## config.mk

```make
export PLATFORM = sky130hd
export DESIGN_NAME = input_event_touch_gesture_mapper_core_flat
export DESIGN_NICKNAME = d
export VERILOG_FILES = /design/src/rtl/igm_pkg.sv /design/src/rtl/igm_if.sv /design/src/rtl/igm_clamp.sv /design/src/rtl/input_event_touch_gesture_mapper_core.sv /design/src/flat_wrapper.sv
export SDC_FILE = /design/constraint.sdc
export NUM_CORES = 1
export LEC_CHECK = 0
export CAP_MARGIN = 20
export CORE_ASPECT_RATIO = 0.75
export CORE_MARGIN = 2
export CORE_UTILIZATION = 50
export DETAILED_ROUTE_END_ITERATION = 8
export DONT_BUFFER_PORTS = 1
export PLACE_DENSITY = 0.66
export SYNTH_ARGS = -nofsm -noshare
export SYNTH_HDL_FRONTEND = slang
export SYNTH_SLANG_ARGS = --single-unit
```

## constraint.sdc

```tcl
create_clock -name clk -period 7.9 [get_ports clk]
set_input_delay 0 -clock clk [delete_from_list [all_inputs] [get_ports clk]]
set_output_delay 0 -clock clk [all_outputs]
set_load 0.01 [all_outputs]
```

## src/rtl/igm_pkg.sv

```systemverilog
// Shared types and constants for the input event to gesture mapper.
package igm_pkg;

    localparam int DEV_W       = 2;
    localparam int TYPE_W      = 16;
    localparam int CODE_W      = 16;
    localparam int VALUE_W     = 32;
    localparam int KIND_W      = 4;
    localparam int SIZE_W      = 13;
    localparam int CFG_INDEX_W = 1;
    localparam int CFG_DATA_W  = SIZE_W;

    localparam logic [DEV_W-1:0] DEV_KEYPAD = 2'd0;
    localparam logic [DEV_W-1:0] DEV_GPIO   = 2'd1;
    localparam logic [DEV_W-1:0] DEV_TOUCH  = 2'd2;

    localparam logic [TYPE_W-1:0] TYPE_SYN = 16'h0000;
    localparam logic [TYPE_W-1:0] TYPE_KEY = 16'h0001;
    localparam logic [TYPE_W-1:0] TYPE_ABS = 16'h0003;

    localparam logic [CODE_W-1:0] CODE_NEXT    = 16'd407;
    localparam logic [CODE_W-1:0] CODE_PREV    = 16'd412;
    localparam logic [CODE_W-1:0] CODE_MENU    = 16'd139;
    localparam logic [CODE_W-1:0] CODE_BACK    = 16'd158;
    localparam logic [CODE_W-1:0] CODE_HOME    = 16'd102;
    localparam logic [CODE_W-1:0] CODE_POWER   = 16'd116;
    localparam logic [CODE_W-1:0] CODE_CONTACT = 16'd330;
    localparam logic [CODE_W-1:0] CODE_ABS_X   = 16'd0;
    localparam logic [CODE_W-1:0] CODE_ABS_Y   = 16'd1;
    localparam logic [CODE_W-1:0] CODE_SYN_REPORT = 16'd0;

    localparam logic [CFG_INDEX_W-1:0] REG_SCREEN_WIDTH  = 1'd0;
    localparam logic [CFG_INDEX_W-1:0] REG_SCREEN_HEIGHT = 1'd1;

    localparam logic [SIZE_W-1:0] SCREEN_WIDTH_RESET  = 13'd600;
    localparam logic [SIZE_W-1:0] SCREEN_HEIGHT_RESET = 13'd800;

    typedef enum logic [KIND_W-1:0] {
        EV_NEXT     = 4'd0,
        EV_PREV     = 4'd1,
        EV_MENU     = 4'd2,
        EV_BACK     = 4'd3,
        EV_HOME     = 4'd4,
        EV_PWR_DOWN = 4'd5,
        EV_PWR_UP   = 4'd6,
        EV_T_DOWN   = 4'd7,
        EV_T_MOVE   = 4'd8,
        EV_T_UP     = 4'd9
    } evt_kind_t;

endpackage

```

## src/rtl/igm_if.sv

```systemverilog
// Valid/ready channel interfaces for input records and output events.
interface igm_rec_if;
    import igm_pkg::*;

    logic                      valid;
    logic                      ready;
    logic [DEV_W-1:0]          source_dev;
    logic [TYPE_W-1:0]         rec_type;
    logic [CODE_W-1:0]         rec_code;
    logic signed [VALUE_W-1:0] rec_value;

    modport source (output valid, source_dev, rec_type, rec_code, rec_value, input ready);
    modport sink   (input valid, source_dev, rec_type, rec_code, rec_value, output ready);
endinterface

interface igm_evt_if #(
    parameter int COORD_BITS = 12
);
    import igm_pkg::*;

    logic                  valid;
    logic                  ready;
    logic [KIND_W-1:0]     event_kind;
    logic [COORD_BITS-1:0] pos_x;
    logic [COORD_BITS-1:0] pos_y;
    logic [DEV_W-1:0]      origin_dev;

    modport source (output valid, event_kind, pos_x, pos_y, origin_dev, input ready);
    modport sink   (input valid, event_kind, pos_x, pos_y, origin_dev, output ready);
endinterface

```

## src/rtl/igm_clamp.sv

```systemverilog
// Clamps a signed raw coordinate to 0 .. size-1, capped at the coordinate range.
module igm_clamp #(
    parameter int COORD_BITS = 12
) (
    input  logic signed [igm_pkg::VALUE_W-1:0] raw,
    input  logic [igm_pkg::SIZE_W-1:0]         size,
    output logic [COORD_BITS-1:0]              coord
);
    import igm_pkg::*;

    localparam int LW = (COORD_BITS > SIZE_W) ? COORD_BITS : SIZE_W;
    localparam logic [LW-1:0] COORD_MASK = LW'((1 << COORD_BITS) - 1);

    logic [SIZE_W-1:0] lim;
    logic [LW-1:0]     lim_w;
    logic [LW-1:0]     cap;
    logic [VALUE_W-1:0] cap_ext;

    always_comb
    begin
        lim     = (size == '0) ? '0 : size - SIZE_W'(1);
        lim_w   = LW'(lim);
        cap     = (lim_w > COORD_MASK) ? COORD_MASK : lim_w;
        cap_ext = VALUE_W'(cap);
        if (raw[VALUE_W-1])
            coord = '0;
        else if (VALUE_W'(raw) > cap_ext)
            coord = cap[COORD_BITS-1:0];
        else
            coord = raw[COORD_BITS-1:0];
    end

endmodule

```

## src/rtl/input_event_touch_gesture_mapper_core.sv

```systemverilog
// Path: accepted record -> record register -> event word in the output register.
// Throughput: one record per cycle; the record register and the event register
// advance together whenever the event register is empty or being taken.
// Records that yield no event still pass through the record register.
// Reset: rst_n, async active low; clears valid bits, frame and gesture state,
// and loads screen size 600 x 800.
module input_event_touch_gesture_mapper_core #(
    parameter int COORD_BITS = 12
) (
    input  logic                             clk,
    input  logic                             rst_n,
    input  logic                             cfg_write,
    input  logic [igm_pkg::CFG_INDEX_W-1:0]  cfg_index,
    input  logic [igm_pkg::CFG_DATA_W-1:0]   cfg_data,
    igm_rec_if.sink                          rec,
    igm_evt_if.source                        evt
);
    import igm_pkg::*;

    logic [SIZE_W-1:0] width_reg, height_reg;

    logic                      s1_valid_reg;
    logic [DEV_W-1:0]          s1_dev_reg;
    logic [TYPE_W-1:0]         s1_type_reg;
    logic [CODE_W-1:0]         s1_code_reg;
    logic signed [VALUE_W-1:0] s1_value_reg;
    logic                      s1_fire;

    logic signed [VALUE_W-1:0] frame_x_raw_reg, frame_x_raw_next;
    logic signed [VALUE_W-1:0] frame_y_raw_reg, frame_y_raw_next;
    logic                      frame_contact_reg, frame_contact_next;
    logic                      gesture_active_reg, gesture_active_next;
    logic [COORD_BITS-1:0]     latest_x_reg, latest_x_next;
    logic [COORD_BITS-1:0]     latest_y_reg, latest_y_next;
    logic [COORD_BITS-1:0]     emitted_x_reg, emitted_x_next;
    logic [COORD_BITS-1:0]     emitted_y_reg, emitted_y_next;

    logic                  out_valid_reg, out_valid_next;
    logic [KIND_W-1:0]     out_kind_reg;
    logic [COORD_BITS-1:0] out_x_reg, out_y_reg;
    logic [DEV_W-1:0]      out_dev_reg;

    logic                  res_valid;
    evt_kind_t             res_kind;
    logic [COORD_BITS-1:0] res_x, res_y;
    logic [COORD_BITS-1:0] clamp_x, clamp_y;
    logic                  pressed;

    // config
    always_ff @(posedge clk or negedge rst_n)
    begin
        if (!rst_n)
        begin
            width_reg  <= SCREEN_WIDTH_RESET;
            height_reg <= SCREEN_HEIGHT_RESET;
        end
        else if (cfg_write)
        begin
            unique case (cfg_index)
                REG_SCREEN_WIDTH:  width_reg  <= cfg_data;
                REG_SCREEN_HEIGHT: height_reg <= cfg_data;
                default: ;
            endcase
        end
    end

    // record register
    assign s1_fire   = s1_valid_reg && (!out_valid_reg || evt.ready);
    assign rec.ready = !s1_valid_reg || s1_fire;

    always_ff @(posedge clk or negedge rst_n)
    begin
        if (!rst_n)
            s1_valid_reg <= 1'b0;
        else if (rec.ready)
            s1_valid_reg <= rec.valid;
    end

    always_ff @(posedge clk)
    begin
        if (rec.valid && rec.ready)
        begin
            s1_dev_reg   <= rec.source_dev;
            s1_type_reg  <= rec.rec_type;
            s1_code_reg  <= rec.rec_code;
            s1_value_reg <= rec.rec_value;
        end
    end

    igm_clamp #(.COORD_BITS(COORD_BITS)) u_clamp_x (
        .raw   (frame_x_raw_reg),
        .size  (width_reg),
        .coord (clamp_x)
    );

    igm_clamp #(.COORD_BITS(COORD_BITS)) u_clamp_y (
        .raw   (frame_y_raw_reg),
        .size  (height_reg),
        .coord (clamp_y)
    );

    assign pressed = |s1_value_reg;

    always_comb
    begin
        frame_x_raw_next    = frame_x_raw_reg;
        frame_y_raw_next    = frame_y_raw_reg;
        frame_contact_next  = frame_contact_reg;
        gesture_active_next = gesture_active_reg;
        latest_x_next       = latest_x_reg;
        latest_y_next       = latest_y_reg;
        emitted_x_next      = emitted_x_reg;
        emitted_y_next      = emitted_y_reg;
        res_valid           = 1'b0;
        res_kind            = EV_NEXT;
        res_x               = '0;
        res_y               = '0;

        if (s1_dev_reg == DEV_TOUCH)
        begin
            if (s1_type_reg == TYPE_ABS)
            begin
                if (s1_code_reg == CODE_ABS_X)
                    frame_x_raw_next = s1_value_reg;
                else if (s1_code_reg == CODE_ABS_Y)
                    frame_y_raw_next = s1_value_reg;
            end
            else if (s1_type_reg == TYPE_KEY && s1_code_reg == CODE_CONTACT)
            begin
                frame_contact_next = pressed;
            end
            else if (s1_type_reg == TYPE_SYN && s1_code_reg == CODE_SYN_REPORT)
            begin
                if (frame_contact_reg)
                begin
                    latest_x_next = clamp_x;
                    latest_y_next = clamp_y;
                    res_x         = clamp_x;
                    res_y         = clamp_y;
                    if (!gesture_active_reg)
                    begin
                        gesture_active_next = 1'b1;
                        emitted_x_next      = clamp_x;
                        emitted_y_next      = clamp_y;
                        res_valid           = 1'b1;
                        res_kind            = EV_T_DOWN;
                    end
                    else if (clamp_x != emitted_x_reg || clamp_y != emitted_y_reg)
                    begin
                        emitted_x_next = clamp_x;
                        emitted_y_next = clamp_y;
                        res_valid      = 1'b1;
                        res_kind       = EV_T_MOVE;
                    end
                end
                else if (gesture_active_reg)
                begin
                    gesture_active_next = 1'b0;
                    latest_x_next       = '0;
                    latest_y_next       = '0;
                    emitted_x_next      = '0;
                    emitted_y_next      = '0;
                    res_valid           = 1'b1;
                    res_kind            = EV_T_UP;
                    res_x               = latest_x_reg;
                    res_y               = latest_y_reg;
                end
            end
        end
        else if (s1_type_reg == TYPE_KEY)
        begin
            if (s1_dev_reg == DEV_KEYPAD)
            begin
                res_valid = pressed;
                case (s1_code_reg)
                    CODE_NEXT: res_kind = EV_NEXT;
                    CODE_PREV: res_kind = EV_PREV;
                    CODE_MENU: res_kind = EV_MENU;
                    CODE_BACK: res_kind = EV_BACK;
                    default:   res_valid = 1'b0;
                endcase
            end
            else if (s1_dev_reg == DEV_GPIO)
            begin
                if (s1_code_reg == CODE_HOME)
                begin
                    res_valid = pressed;
                    res_kind  = EV_HOME;
                end
                else if (s1_code_reg == CODE_POWER)
                begin
                    res_valid = 1'b1;
                    res_kind  = pressed ? EV_PWR_DOWN : EV_PWR_UP;
                end
            end
        end
    end

    // frame and gesture state
    always_ff @(posedge clk or negedge rst_n)
    begin
        if (!rst_n)
        begin
            frame_x_raw_reg    <= '0;
            frame_y_raw_reg    <= '0;
            frame_contact_reg  <= 1'b0;
            gesture_active_reg <= 1'b0;
            latest_x_reg       <= '0;
            latest_y_reg       <= '0;
            emitted_x_reg      <= '0;
            emitted_y_reg      <= '0;
        end
        else if (s1_fire)
        begin
            frame_x_raw_reg    <= frame_x_raw_next;
            frame_y_raw_reg    <= frame_y_raw_next;
            frame_contact_reg  <= frame_contact_next;
            gesture_active_reg <= gesture_active_next;
            latest_x_reg       <= latest_x_next;
            latest_y_reg       <= latest_y_next;
            emitted_x_reg      <= emitted_x_next;
            emitted_y_reg      <= emitted_y_next;
        end
    end

    // event register
    always_comb
    begin
        out_valid_next = out_valid_reg;
        if (s1_fire)
            out_valid_next = res_valid;
        else if (evt.ready)
            out_valid_next = 1'b0;
    end

    always_ff @(posedge clk or negedge rst_n)
    begin
        if (!rst_n)
            out_valid_reg <= 1'b0;
        else
            out_valid_reg <= out_valid_next;
    end

    always_ff @(posedge clk)
    begin
        if (s1_fire && res_valid)
        begin
            out_kind_reg <= res_kind;
            out_x_reg    <= res_x;
            out_y_reg    <= res_y;
            out_dev_reg  <= s1_dev_reg;
        end
    end

    assign evt.valid      = out_valid_reg;
    assign evt.event_kind = out_kind_reg;
    assign evt.pos_x      = out_x_reg;
    assign evt.pos_y      = out_y_reg;
    assign evt.origin_dev = out_dev_reg;

endmodule
```

## src/flat_wrapper.sv

```systemverilog
// flat-port wrapper written by rule: the top's interface ports become plain ports
module input_event_touch_gesture_mapper_core_flat import igm_pkg::*;
#(
    parameter int COORD_BITS = 12
)
  (clk, rst_n, cfg_write, cfg_index, cfg_data, rec_valid, rec_source_dev, rec_rec_type, rec_rec_code, rec_rec_value, rec_ready, evt_valid, evt_event_kind, evt_pos_x, evt_pos_y, evt_origin_dev, evt_ready);
  igm_rec_if rec_i ();
  igm_evt_if #(.COORD_BITS(COORD_BITS)) evt_i ();
  input  logic clk;
  input  logic rst_n;
  input  logic cfg_write;
  input  logic [igm_pkg::CFG_INDEX_W-1:0] cfg_index;
  input  logic [igm_pkg::CFG_DATA_W-1:0] cfg_data;
  input wire logic [$bits(rec_i.valid)-1:0] rec_valid;
  input wire logic [$bits(rec_i.source_dev)-1:0] rec_source_dev;
  input wire logic [$bits(rec_i.rec_type)-1:0] rec_rec_type;
  input wire logic [$bits(rec_i.rec_code)-1:0] rec_rec_code;
  input wire logic [$bits(rec_i.rec_value)-1:0] rec_rec_value;
  output wire logic [$bits(rec_i.ready)-1:0] rec_ready;
  output wire logic [$bits(evt_i.valid)-1:0] evt_valid;
  output wire logic [$bits(evt_i.event_kind)-1:0] evt_event_kind;
  output wire logic [$bits(evt_i.pos_x)-1:0] evt_pos_x;
  output wire logic [$bits(evt_i.pos_y)-1:0] evt_pos_y;
  output wire logic [$bits(evt_i.origin_dev)-1:0] evt_origin_dev;
  input wire logic [$bits(evt_i.ready)-1:0] evt_ready;
  assign rec_i.valid = rec_valid;
  assign rec_i.source_dev = rec_source_dev;
  assign rec_i.rec_type = rec_rec_type;
  assign rec_i.rec_code = rec_rec_code;
  assign rec_i.rec_value = rec_rec_value;
  assign rec_ready = rec_i.ready;
  assign evt_valid = evt_i.valid;
  assign evt_event_kind = evt_i.event_kind;
  assign evt_pos_x = evt_i.pos_x;
  assign evt_pos_y = evt_i.pos_y;
  assign evt_origin_dev = evt_i.origin_dev;
  assign evt_i.ready = evt_ready;
  input_event_touch_gesture_mapper_core #(.COORD_BITS(COORD_BITS)) u_core (.clk(clk), .rst_n(rst_n), .cfg_write(cfg_write), .cfg_index(cfg_index), .cfg_data(cfg_data), .rec(rec_i), .evt(evt_i));
endmodule
```

# Yosys cells after proc, flatten, opt, wreduce, memory -nomap -nowiden
# Cells that the tools add are included.
# totals
inputBits,85
reg_bits,238
output_inout_bits,32
wordCells,128
# classes
n_eq_ne,15
n_mux,53
order_cmp,4
n_bitwise,6
addsub,2
reduce_logical,28
# ops
operator,count
12-bit two-way mux,17
32-bit by 13-bit > comparator with 1-bit output,2
13-bit two-way mux,4
4-bit two-way mux,13
16-bit by 9-bit == test with 1-bit output (second input constant),3
16-bit by 1-bit == test with 1-bit output (second input constant),2
16-bit by 7-bit == test with 1-bit output (second input constant),2
16-bit by 8-bit == test with 1-bit output (second input constant),2
16-bit zero test,2
32-bit OR reduction,1
13-bit by 12-bit > comparator with 1-bit output (second input constant),2
13-bit zero test,2
13-bit by 1-bit subtractor with 13-bit output (second input constant),2
12-bit != test,2
1-bit two-way mux,17
16-bit by 2-bit == test with 1-bit output (second input constant),1
5-bit AND reduction,2
4-bit AND reduction,2
4-bit OR reduction,2
7-bit AND reduction,1
1-bit inverter,6
2-bit case mux with 3 select lines,1
6-bit AND reduction,1
1-bit logical AND,5
other kinds (9),14

# Depth between registers and ports, before layout
# Gate-level depths: netlist (run 1).
# depth
ltp_word,17
depth_mapped,22

# Cells and area by module
# Synthesis (run 1) repeated with hierarchy kept, for this count alone.
# unflattened
hier_cells,922
area_unflattened_um2,11217.0
# modules_own_cells
mod,cells_per_inst,instances,seq_area_each_um2,area_each_um2
input_event_touch_gesture_mapper_core,659,1,6444.9,9370.2
igm_clamp at u_core.u_clamp_x,130,1,0.0,962.2
igm_clamp at u_core.u_clamp_y,133,1,0.0,884.6

# Least setup slack after synthesis (run 1)
# No wires, ideal clock.
# synth_timing
path_type,reg2reg
from,register u_core.width_reg[3]
to,"register u_core.out_kind_reg[0], in the netlist u_core.evt.event_kind[0], enable pin"
required_ps,7435
period_less_slack_ps,5516
slack_ps,2384
setup_ps,465
path_stages_with_launch,21
path_buffers,3
arrival_ps,5051
cell_sequence,dfstp_2 -> clkbuf_1 -> or4_1 -> buf_2 -> o21ai_0 -> a2111oi_0 -> a21oi_1 -> inv_1 -> ha_1 -> a211oi_1 -> o21ai_0 -> a2111o_1 -> o21ba_2 -> clkbuf_1 -> or4b_2 -> a21boi_0 -> nand4_1 -> nor4b_1 -> nand4_1 -> o21bai_1 -> nand2_1
# synth_via
elab_chain_cells,17
# synth_rtl
item,line,rtl
from (decl),input_event_touch_gesture_mapper_core.sv:20,"logic [SIZE_W-1:0] width_reg, height_reg;"
from (signal assigned),input_event_touch_gesture_mapper_core.sv:60,REG_SCREEN_WIDTH: width_reg <= cfg_data;
13-bit by 1-bit subtractor with 13-bit output / 13-bit zero test (equally long branches),igm_clamp.sv:21,lim = (size == '0) ? '0 : size - SIZE_W'(1);
13-bit two-way mux *,igm_clamp.sv:21,
13-bit by 12-bit > comparator with 1-bit output,igm_clamp.sv:23,cap = (lim_w > COORD_MASK) ? COORD_MASK : lim_w;
13-bit two-way mux *,igm_clamp.sv:23,
32-bit by 13-bit > comparator with 1-bit output,igm_clamp.sv:27,else if (VALUE_W'(raw) > cap_ext)
12-bit two-way mux *,igm_clamp.sv:27,
12-bit two-way mux *,igm_clamp.sv:25,if (raw[VALUE_W-1])
12-bit != test *,input_event_touch_gesture_mapper_core.sv:148,else if (clamp_x != emitted_x_reg || clamp_y != emitted_y_reg)
1-bit logical OR *,input_event_touch_gesture_mapper_core.sv:148,
1-bit two-way mux *,input_event_touch_gesture_mapper_core.sv:148,
1-bit two-way mux *,input_event_touch_gesture_mapper_core.sv:140,if (!gesture_active_reg)
1-bit two-way mux *,input_event_touch_gesture_mapper_core.sv:134,if (frame_contact_reg)
1-bit two-way mux *,input_event_touch_gesture_mapper_core.sv:132,else if (s1_type_reg == TYPE_SYN && s1_code_reg == CODE_SYN_REPORT)
1-bit two-way mux *,input_event_touch_gesture_mapper_core.sv:128,else if (s1_type_reg == TYPE_KEY && s1_code_reg == CODE_CONTACT)
1-bit two-way mux *,input_event_touch_gesture_mapper_core.sv:121,if (s1_type_reg == TYPE_ABS)
1-bit two-way mux *,input_event_touch_gesture_mapper_core.sv:119,if (s1_dev_reg == DEV_TOUCH)
1-bit logical AND *,input_event_touch_gesture_mapper_core.sv:246,if (s1_fire && res_valid)
to (signal assigned),input_event_touch_gesture_mapper_core.sv:248,out_kind_reg <= res_kind;
to (decl),input_event_touch_gesture_mapper_core.sv:39,logic [KIND_W-1:0] out_kind_reg;
# Every way passes the cells marked *; elsewhere a longest branch is shown, timed or not.
# A chain may end at the register's enable or synchronous reset.

# Final worst setup path (run 1)
# layout_timing
from,register u_core.height_reg[0]
to,register u_core.emitted_y_reg[2]
# layout_via
elab_chain_cells,11
# layout_rtl
item,line,rtl
from (decl),input_event_touch_gesture_mapper_core.sv:20,
from (signal assigned),input_event_touch_gesture_mapper_core.sv:61,REG_SCREEN_HEIGHT: height_reg <= cfg_data;
13-bit by 1-bit subtractor with 13-bit output / 13-bit zero test (equally long branches),igm_clamp.sv:21,
13-bit two-way mux *,igm_clamp.sv:21,
13-bit by 12-bit > comparator with 1-bit output,igm_clamp.sv:23,
13-bit two-way mux *,igm_clamp.sv:23,
32-bit by 13-bit > comparator with 1-bit output,igm_clamp.sv:27,
12-bit two-way mux *,igm_clamp.sv:27,
12-bit two-way mux *,igm_clamp.sv:25,
12-bit != test,input_event_touch_gesture_mapper_core.sv:148,
1-bit logical OR,input_event_touch_gesture_mapper_core.sv:148,
3-bit != test (no source line),n/a,
7-bit AND reduction (no source line),n/a,
to (signal assigned),input_event_touch_gesture_mapper_core.sv:222,emitted_y_reg <= emitted_y_next;
to (decl),input_event_touch_gesture_mapper_core.sv:36,"logic [COORD_BITS-1:0] emitted_y_reg, emitted_y_next;"
# Every way passes the cells marked *; elsewhere a longest branch is shown, timed or not. The select of a mux whose other input is x is not followed.

==> impl_metrics.json, run 1 <==
{
  "status": "complete, no violations",
  "htree_num_levels": 1,
  "worstPathRequired_ns": 8.30,
  "period_needed_ns": 6.027,
  "ys_ff_latch": 238,
  "cts_tree": "done",
  "slew-limit-headroom_pct": 34.19,
  "final_cell_mix": "135 x dfrtp_1, 96 x edfxtp_1, 94 x dlygate4sd3_1",
  "worstSkewPairLatency_ns": 0.54,
  "synth_top_area_share_pct": 29.03,
  "final_common_cell": "dfrtp_1",
  "worst_pin_slew_ns": 0.9849,
  "cp_top_family": "compound AO/OA/AOI/OAI gates",
  "grt_pass1_wl_mm": 44.46,
  "critPathSlowestCell": "a21oi_4",
  "netlist_instances": 999,
  "cp_num_buf_inv": 1,
  "clock-root-buffer": "clkbuf_16",
  "vias": 8273,
  "grt-busiest-layer": "met2",
  "combPwrFrac_pct": 10.0,
  "wl_per_cell_um": 19.70,
  "p_leak_nw": 5.526,
  "start_util_pct": 50.73,
  "finClkSkew_ns": 0.03143,
  "drtIter0Drc": 612,
  "first_global_vias": 8144,
  "die_y_um": 136.1,
  "setup_tns_ns": 0,
  "critPathCaptureType": "register",
  "synth_area_leaders": "dfrtp_1 29%, edfxtp_1 25%, mux2_2 8.8%",
  "vdd_drop_max_mv": 0.1977,
  "synth_ff_type": "dfrtp_1",
  "p_int_mw": 2.057,
  "dp_hpwl_mm": 19.08,
  "switching_share_pct": 24.85,
  "grt_remaining_overflow": 0,
  "core-area_um2": 22940,
  "drv_cap": 0,
  "crit_fanout": 24,
  "use_met1_pct": 33.20,
  "io_buffers": 0,
  "syn_area_um2": 11640,
  "hold_violations": 0,
  "clkPwrFrac_pct": 39.4,
  "diodes": 0,
  "critical_path_class": "register to register",
  "synth_area_leader_cell": "dfrtp_1",
  "drc": 0,
  "rsz0062_at_grt": "no",
  "via_per_inst": 5.876,
  "worst_hold_slack_ns": 0.07922,
  "synth_async_sr_flop_share_pct": 59.66,
  "drive_gt1_share_pct": 15.43,
  "power_density_nw_per_um2": 200.9,
  "cp.arrival_ns": 6.43,
  "syn_avg_cell_area_um2": 11.65,
  "p_seq_share_pct": 50.6,
  "cts_resized": 0,
  "setup-violations-final": 0,
  "use_met2_pct": 36.43,
  "cts_setup_buffers": 0,
  "reg2reg_slack_ns": 1.87,
  "p_switching_mw": 0.6804,
  "dieArea_um2": 24520,
  "die_w_um": 180.2,
  "synth.distinct_cells": 83,
  "path_cells": "inv_1 -> ha_1 -> nor3b_1 -> nand4_1 -> o21a_1 -> a21oi_1 -> ha_1 -> and4b_1 -> a211oi_1 -> o32ai_2 -> o41a_2 -> mux2_4 -> xnor2_1 -> a31oi_1 -> o32ai_1 -> and4_4 -> a21oi_4 -> mux2_2",
  "grt_max_degree": 143,
  "min_path_type": "input port to register",
  "use_met3_pct": 3.268,
  "crit_path_frequent_cell": "ha_1",
  "layout.nets": 1205,
  "cts_buffers": 24,
  "fin_crit_sh_pct": 76.29,
  "antenna_found_initial": 0,
  "synth_edf_count": 96,
  "std_cell_rows": 48,
  "yosysWarnings": 0,
  "clock_path_buffers": 3,
  "start_kind": "register",
  "gp_congestion": 0.9453,
  "timing.fmax_ghz": 0.1659,
  "io_pins": 117,
  "grt_usage_pct": 22.66,
  "final_max_slew_viol_count": 0,
  "slowest_delay_ns": 0.77,
  "clock-sinks": 238,
  "first_pass_iters": 5,
  "drtAntennaViolNets": 0,
  "area_delta_synth_final_pct": 17.12,
  "path_clk_slew_ns": 0.07,
  "drt-total-wl_mm": 27.73,
  "yosysSeqAreaShare_pct": 55.38
}
worst reg2reg max path, cell delays in order, from the launching register on:
cell      delay (ns)
dfrtp_1         0.45
inv_1           0.09
ha_1            0.19
nor3b_1         0.45
nand4_1         0.32
o21a_1          0.26
a21oi_1         0.29
ha_1            0.32
and4b_1         0.21
a211oi_1        0.30
o32ai_2         0.16
o41a_2          0.65
mux2_4          0.39
xnor2_1         0.13
a31oi_1         0.15
o32ai_1         0.13
and4_4          0.24
a21oi_4         0.77
mux2_2          0.42
power by group through the flow:
| stage | Clock (mW) | Sequential (mW) | Combinational [mW] |
|---|---|---|---|
| 2_1_floorplan | 0 | 1.38 | 0.176 |
| 3_3_place_gp | 0 | 1.41 | 0.212 |
| 3_5_place_dp | 0 | 1.41 | 0.212 |
| 4_1_cts | 1.09 | 1.38 | 0.271 |
| 5_1_grt | 1.15 | 1.39 | 0.305 |
| 6_report | 1.08 | 1.39 | 0.273 |
cells by family (layout without fill, tap and decap cells):
logic type	after synthesis	after routing	synth area share (%)
multiplexers	122	122	11.86
adder cells (fa/ha/maj)	32	32	3.397
buffers and inverters	91	199	3.279
other	1	2	0.03222
AO/OA/AOI/OAI	195	195	11.05
flip-flops	238	238	55.38
AND/OR/NAND/NOR	304	304	13.79
XOR/XNOR	16	16	1.204
per-layer routing:
metal / routed length [µm] / vias to the layer above
li1: - / 3903
met2: 12670 / 276
met1: 13040 / 4053
met4: 508 / 0
met5: 0 / -
met3: 1519 / 41
final timing paths:
| path | start | endpoint | cells past startpoint |
|---|---|---|---|
| max in group asynchronous | rst_n | u_core.latest_x_reg[10] | 2 |
| min | rec_rec_type[2] | u_core.s1_type_reg[2] | 1 |
| max reg2reg | u_core.height_reg[0] | u_core.emitted_y_reg[2] | 18 |
| min in group asynchronous | rst_n | u_core.frame_y_raw_reg[2] | 2 |
| max | u_core.height_reg[0] | u_core.emitted_y_reg[2] | 18 |
| min reg2reg | u_core.latest_x_reg[1] | u_core.latest_x_reg[1] | 2 |
area by class of cell:
type                       count  area, µm²
clock buffer                  34      638.1
clock inverter                10      97.59
fill                        1844       9313
inverter                      51      191.4
multi-input combinational    671       4826
sequential                   238       6445
tap                          300      375.4
timing repair buffer         104       1056
repair_timing:
| action | in CTS | in global routing |
|---|---|---|
| hold buffers | 94 | 1 |
| endpoints found under the hold margin | 237 | 1 |
| endpoints found under the setup margin | 0 | 0 |
synthesized netlist by cell type, drive strengths merged (9+ instances only):
master	number
a211oi	16
a21oi	51
buf	14
clkbuf	26
dfrtp	135
edfxtp	96
ha	30
inv	50
mux2	100
mux2i	22
nand2	83
nand2b	9
nand3	14
nand4	20
nor2	63
nor3	19
nor4	32
o211ai	10
o21ai	58
or3	13
xnor2	14
metrics by stage:
step,power [mW],setup slack [ns],utilization [%],instances,cell area [µm²]
finish,2.738,1.873,59.41,1408,13630
global route,2.847,1.337,59.41,1408,13630
global placement,1.618,2.057,51.83,1267,11890
detailed placement,1.620,1.922,51.83,1267,11890
floorplan,1.559,2.384,-,1000,11640
CTS,2.749,1.885,59.21,1405,13580
(Power assumes the default switching activity.)
==> run 2: changes to the inputs <==
--- a/config.mk
+++ b/config.mk
@@ -11,7 +11,7 @@
 export CORE_UTILIZATION = 50
 export DETAILED_ROUTE_END_ITERATION = 8
 export DONT_BUFFER_PORTS = 1
-export PLACE_DENSITY = 0.66
+export PLACE_DENSITY = 0.69
 export SYNTH_ARGS = -nofsm -noshare
 export SYNTH_HDL_FRONTEND = slang
 export SYNTH_SLANG_ARGS = --single-unit
==> constraint.sdc (replaced) <==
create_clock -name clk -period 5 [get_ports clk]
set_input_delay 0 -clock clk [delete_from_list [all_inputs] [get_ports clk]]
set_output_delay 0 -clock clk [all_outputs]
set_load 0.01 [all_outputs]
==> run 2 against run 1 <==
Against the previous run: worst setup slack got worse by 1.8 ns; routed wire length increased by 7.4%; cell count rose by 4.8%; via count is 5.0% higher; non-clock buffer count rose by 67; total power up 71%; clock power is 77% higher; fmax up 22%; sequential power increased by 58%; die area unchanged; global-route usage up 0.89 points; first-iteration DRC count increased by 10%; largest cell class unchanged.
==> impl_metrics.json, run 2 (synthesized netlist as in run 1, its figures left out) <==
{
  "switching_share_pct": 24.88,
  "grt_remaining_overflow": 0,
  "path_clk_slew_ns": 0.06,
  "drtAntennaViolNets": 0,
  "clkPwrFrac_pct": 40.7,
  "power_density_nw_per_um2": 318.5,
  "combPwrFrac_pct": 12.7,
  "reg2reg_slack_ns": 0.06,
  "setup-violations-final": 0,
  "first_pass_iters": 6,
  "clock-root-buffer": "clkbuf_16",
  "rr_endpoint": "u_core.evt.pos_x[9]",
  "p_switching_mw": 1.166,
  "rr_worst_depth": 19,
  "cts_buffers": 24,
  "io_pins": 117,
  "final_max_slew_viol_count": 0,
  "hold_violations": 0,
  "worstPathRequired_ns": 5.26,
  "grt_usage_pct": 23.55,
  "start_util_pct": 50.73,
  "fill_cells": 1760,
  "clock-sinks": 238,
  "vdd_drop_max_mv": 0.3489,
  "drtIter0Drc": 675,
  "drc": 0,
  "final_core_util_pct": 64.12,
  "diodes": 0,
  "final_cells": 1475,
  "status": "complete, no violations",
  "final_common_cell": "dfrtp_1",
  "start_kind": "register",
  "placed_cells": 1326,
  "final_cell_mix": "134 x dfrtp_1, 96 x edfxtp_1, 88 x mux2_2",
  "critPathLaunch": "u_core.height_reg[0]",
  "min_path_type": "input port to register",
  "area_delta_synth_final_pct": 26.41,
  "regArea_um2": 6446,
  "crit_fanout": 30,
  "vias": 8688,
  "setup_tns_ns": 0,
  "endpoint": "u_core.evt.pos_x[9]",
  "dp_hpwl_mm": 19.83,
  "htree_num_levels": 1,
  "core-area_um2": 22940,
  "drt-total-wl_mm": 29.80,
  "drv_cap": 0,
  "multiInputGateArea_um2": 5245,
  "grt_max_degree": 143,
  "grt_pass1_wl_mm": 46.03,
  "finClkSkew_ns": 0.04322,
  "worstSkewPairLatency_ns": 0.55,
  "first_global_vias": 8488,
  "critPathCaptureType": "register",
  "drive_gt1_share_pct": 26.81,
  "antenna_found_initial": 0,
  "critical_path_class": "register to register",
  "via_per_inst": 5.890,
  "wl_per_cell_um": 20.20,
  "dpl-instance-area_um2": 12380,
  "p_leak_nw": 6.018,
  "design_area_um2": 14710,
  "cp.arrival_ns": 5.20,
  "die_w_um": 180.2,
  "rsz0062_at_grt": "yes",
  "reg2reg_from": "u_core.height_reg[0]",
  "slew-limit-headroom_pct": 47.60,
  "dieArea_um2": 24520,
  "die_y_um": 136.1,
  "layout.nets": 1272,
  "std_cell_rows": 48,
  "fin_crit_sh_pct": 98.75,
  "finalPower_mw": 4.686,
  "p_seq_share_pct": 46.6,
  "period_needed_ns": 4.938,
  "worst_pin_slew_ns": 0.7860,
  "p_int_mw": 3.520,
  "cts_tree": "done",
  "gp_congestion": 0.9206,
  "timing.fmax_ghz": 0.2025,
  "clock_path_buffers": 3,
  "io_buffers": 0
}
## run 2: changes by cell type in the layout (fill, tap and decap cells not counted), moves of 5 or more
cell,delta
buf_4,+70
dlygate4sd3_1,-8
clkbuf_1,-6
clkinv_1,-6
mux2i_1,-6
o21ai_0,-6
a211oi_1,-5
## run 2: metal layers
layer / part of all wire [%] / vias up / global-route usage [%]
li1: - / 4043 / -
met2: 48 / 294 / 39.06
met4: 1.8 / 0 / 5.152
met5: 0 / - / 0.6000
met1: 45 / 4304 / 33.39
met3: 5.3 / 47 / 3.134
## run 2: critical path, cell delays in order (launching register included)
cell and delay (ns):
dfrtp_1 0.39, or4_4 0.55, or4_4 0.53, a22o_4 0.27, nor2_4 0.14, ha_4 0.22, nand4_1 0.10, buf_4 0.15
o32ai_4 0.09, buf_4 0.15, o41ai_2 0.28, buf_4 0.21, mux2i_2 0.29, xnor2_2 0.16, nand4_1 0.14, nor4b_2 0.34
nand4_1 0.18, o21bai_2 0.22, nand2_4 0.07, buf_12 0.17
## run 2: area by class of cell
| class | count | area share [%] |
|---|---|---|
| sequential | 238 | 43.82 |
| multi-input combinational | 671 | 35.66 |
| timing repair buffer | 171 | 10.83 |
| clock buffer | 33 | 4.882 |
| tap | 300 | 2.552 |
| inverter | 51 | 1.301 |
| clock inverter | 11 | 0.9611 |
## run 2: repair_timing
| item | 4_1_cts | 5_1_grt |
|---|---|---|
| resized for setup | 7 | 78 |
| buffers inserted | 0 | 15 |
| gates cloned | 0 | 1 |
| setup endpoints to repair | 53 | 56 |
| endpoints found under the hold margin | 255 | 2 |
| pin swaps | 1 | 28 |
| hold buffers | 86 | 1 |
## run 2: worst min path at each step
stage,to,cells after the start,start
finish,u_core.s1_type_reg[8],1,rec_rec_type[8]
global route,u_core.s1_value_reg[23],1,rec_rec_value[23]
CTS,u_core.width_reg[1],3,cfg_write
detailed placement,u_core.width_reg[8],0,rst_n
global placement,u_core.width_reg[8],0,rst_n
floorplan,u_core.emitted_x_reg[0],0,rst_n
## run 2: through the flow
stage	worst slack (ns)	hold slack, ns
finish	0.06226	0.07164
CTS	0.01451	0.01226
detailed placement	-0.1759	-0.2874
global placement	-0.03171	-0.2877
floorplan	0.02174	-0.2956
global route	-0.1063	0.06504
## run 2: power groups by stage
stage,sequential [mW],clock [mW],combinational (mW)
after floorplan,2.18,0,0.279
after global placement,2.21,0,0.419
after detailed placement,2.21,0,0.421
after CTS,2.17,1.93,0.510
after global routing,2.19,2.02,0.649
final,2.19,1.91,0.594
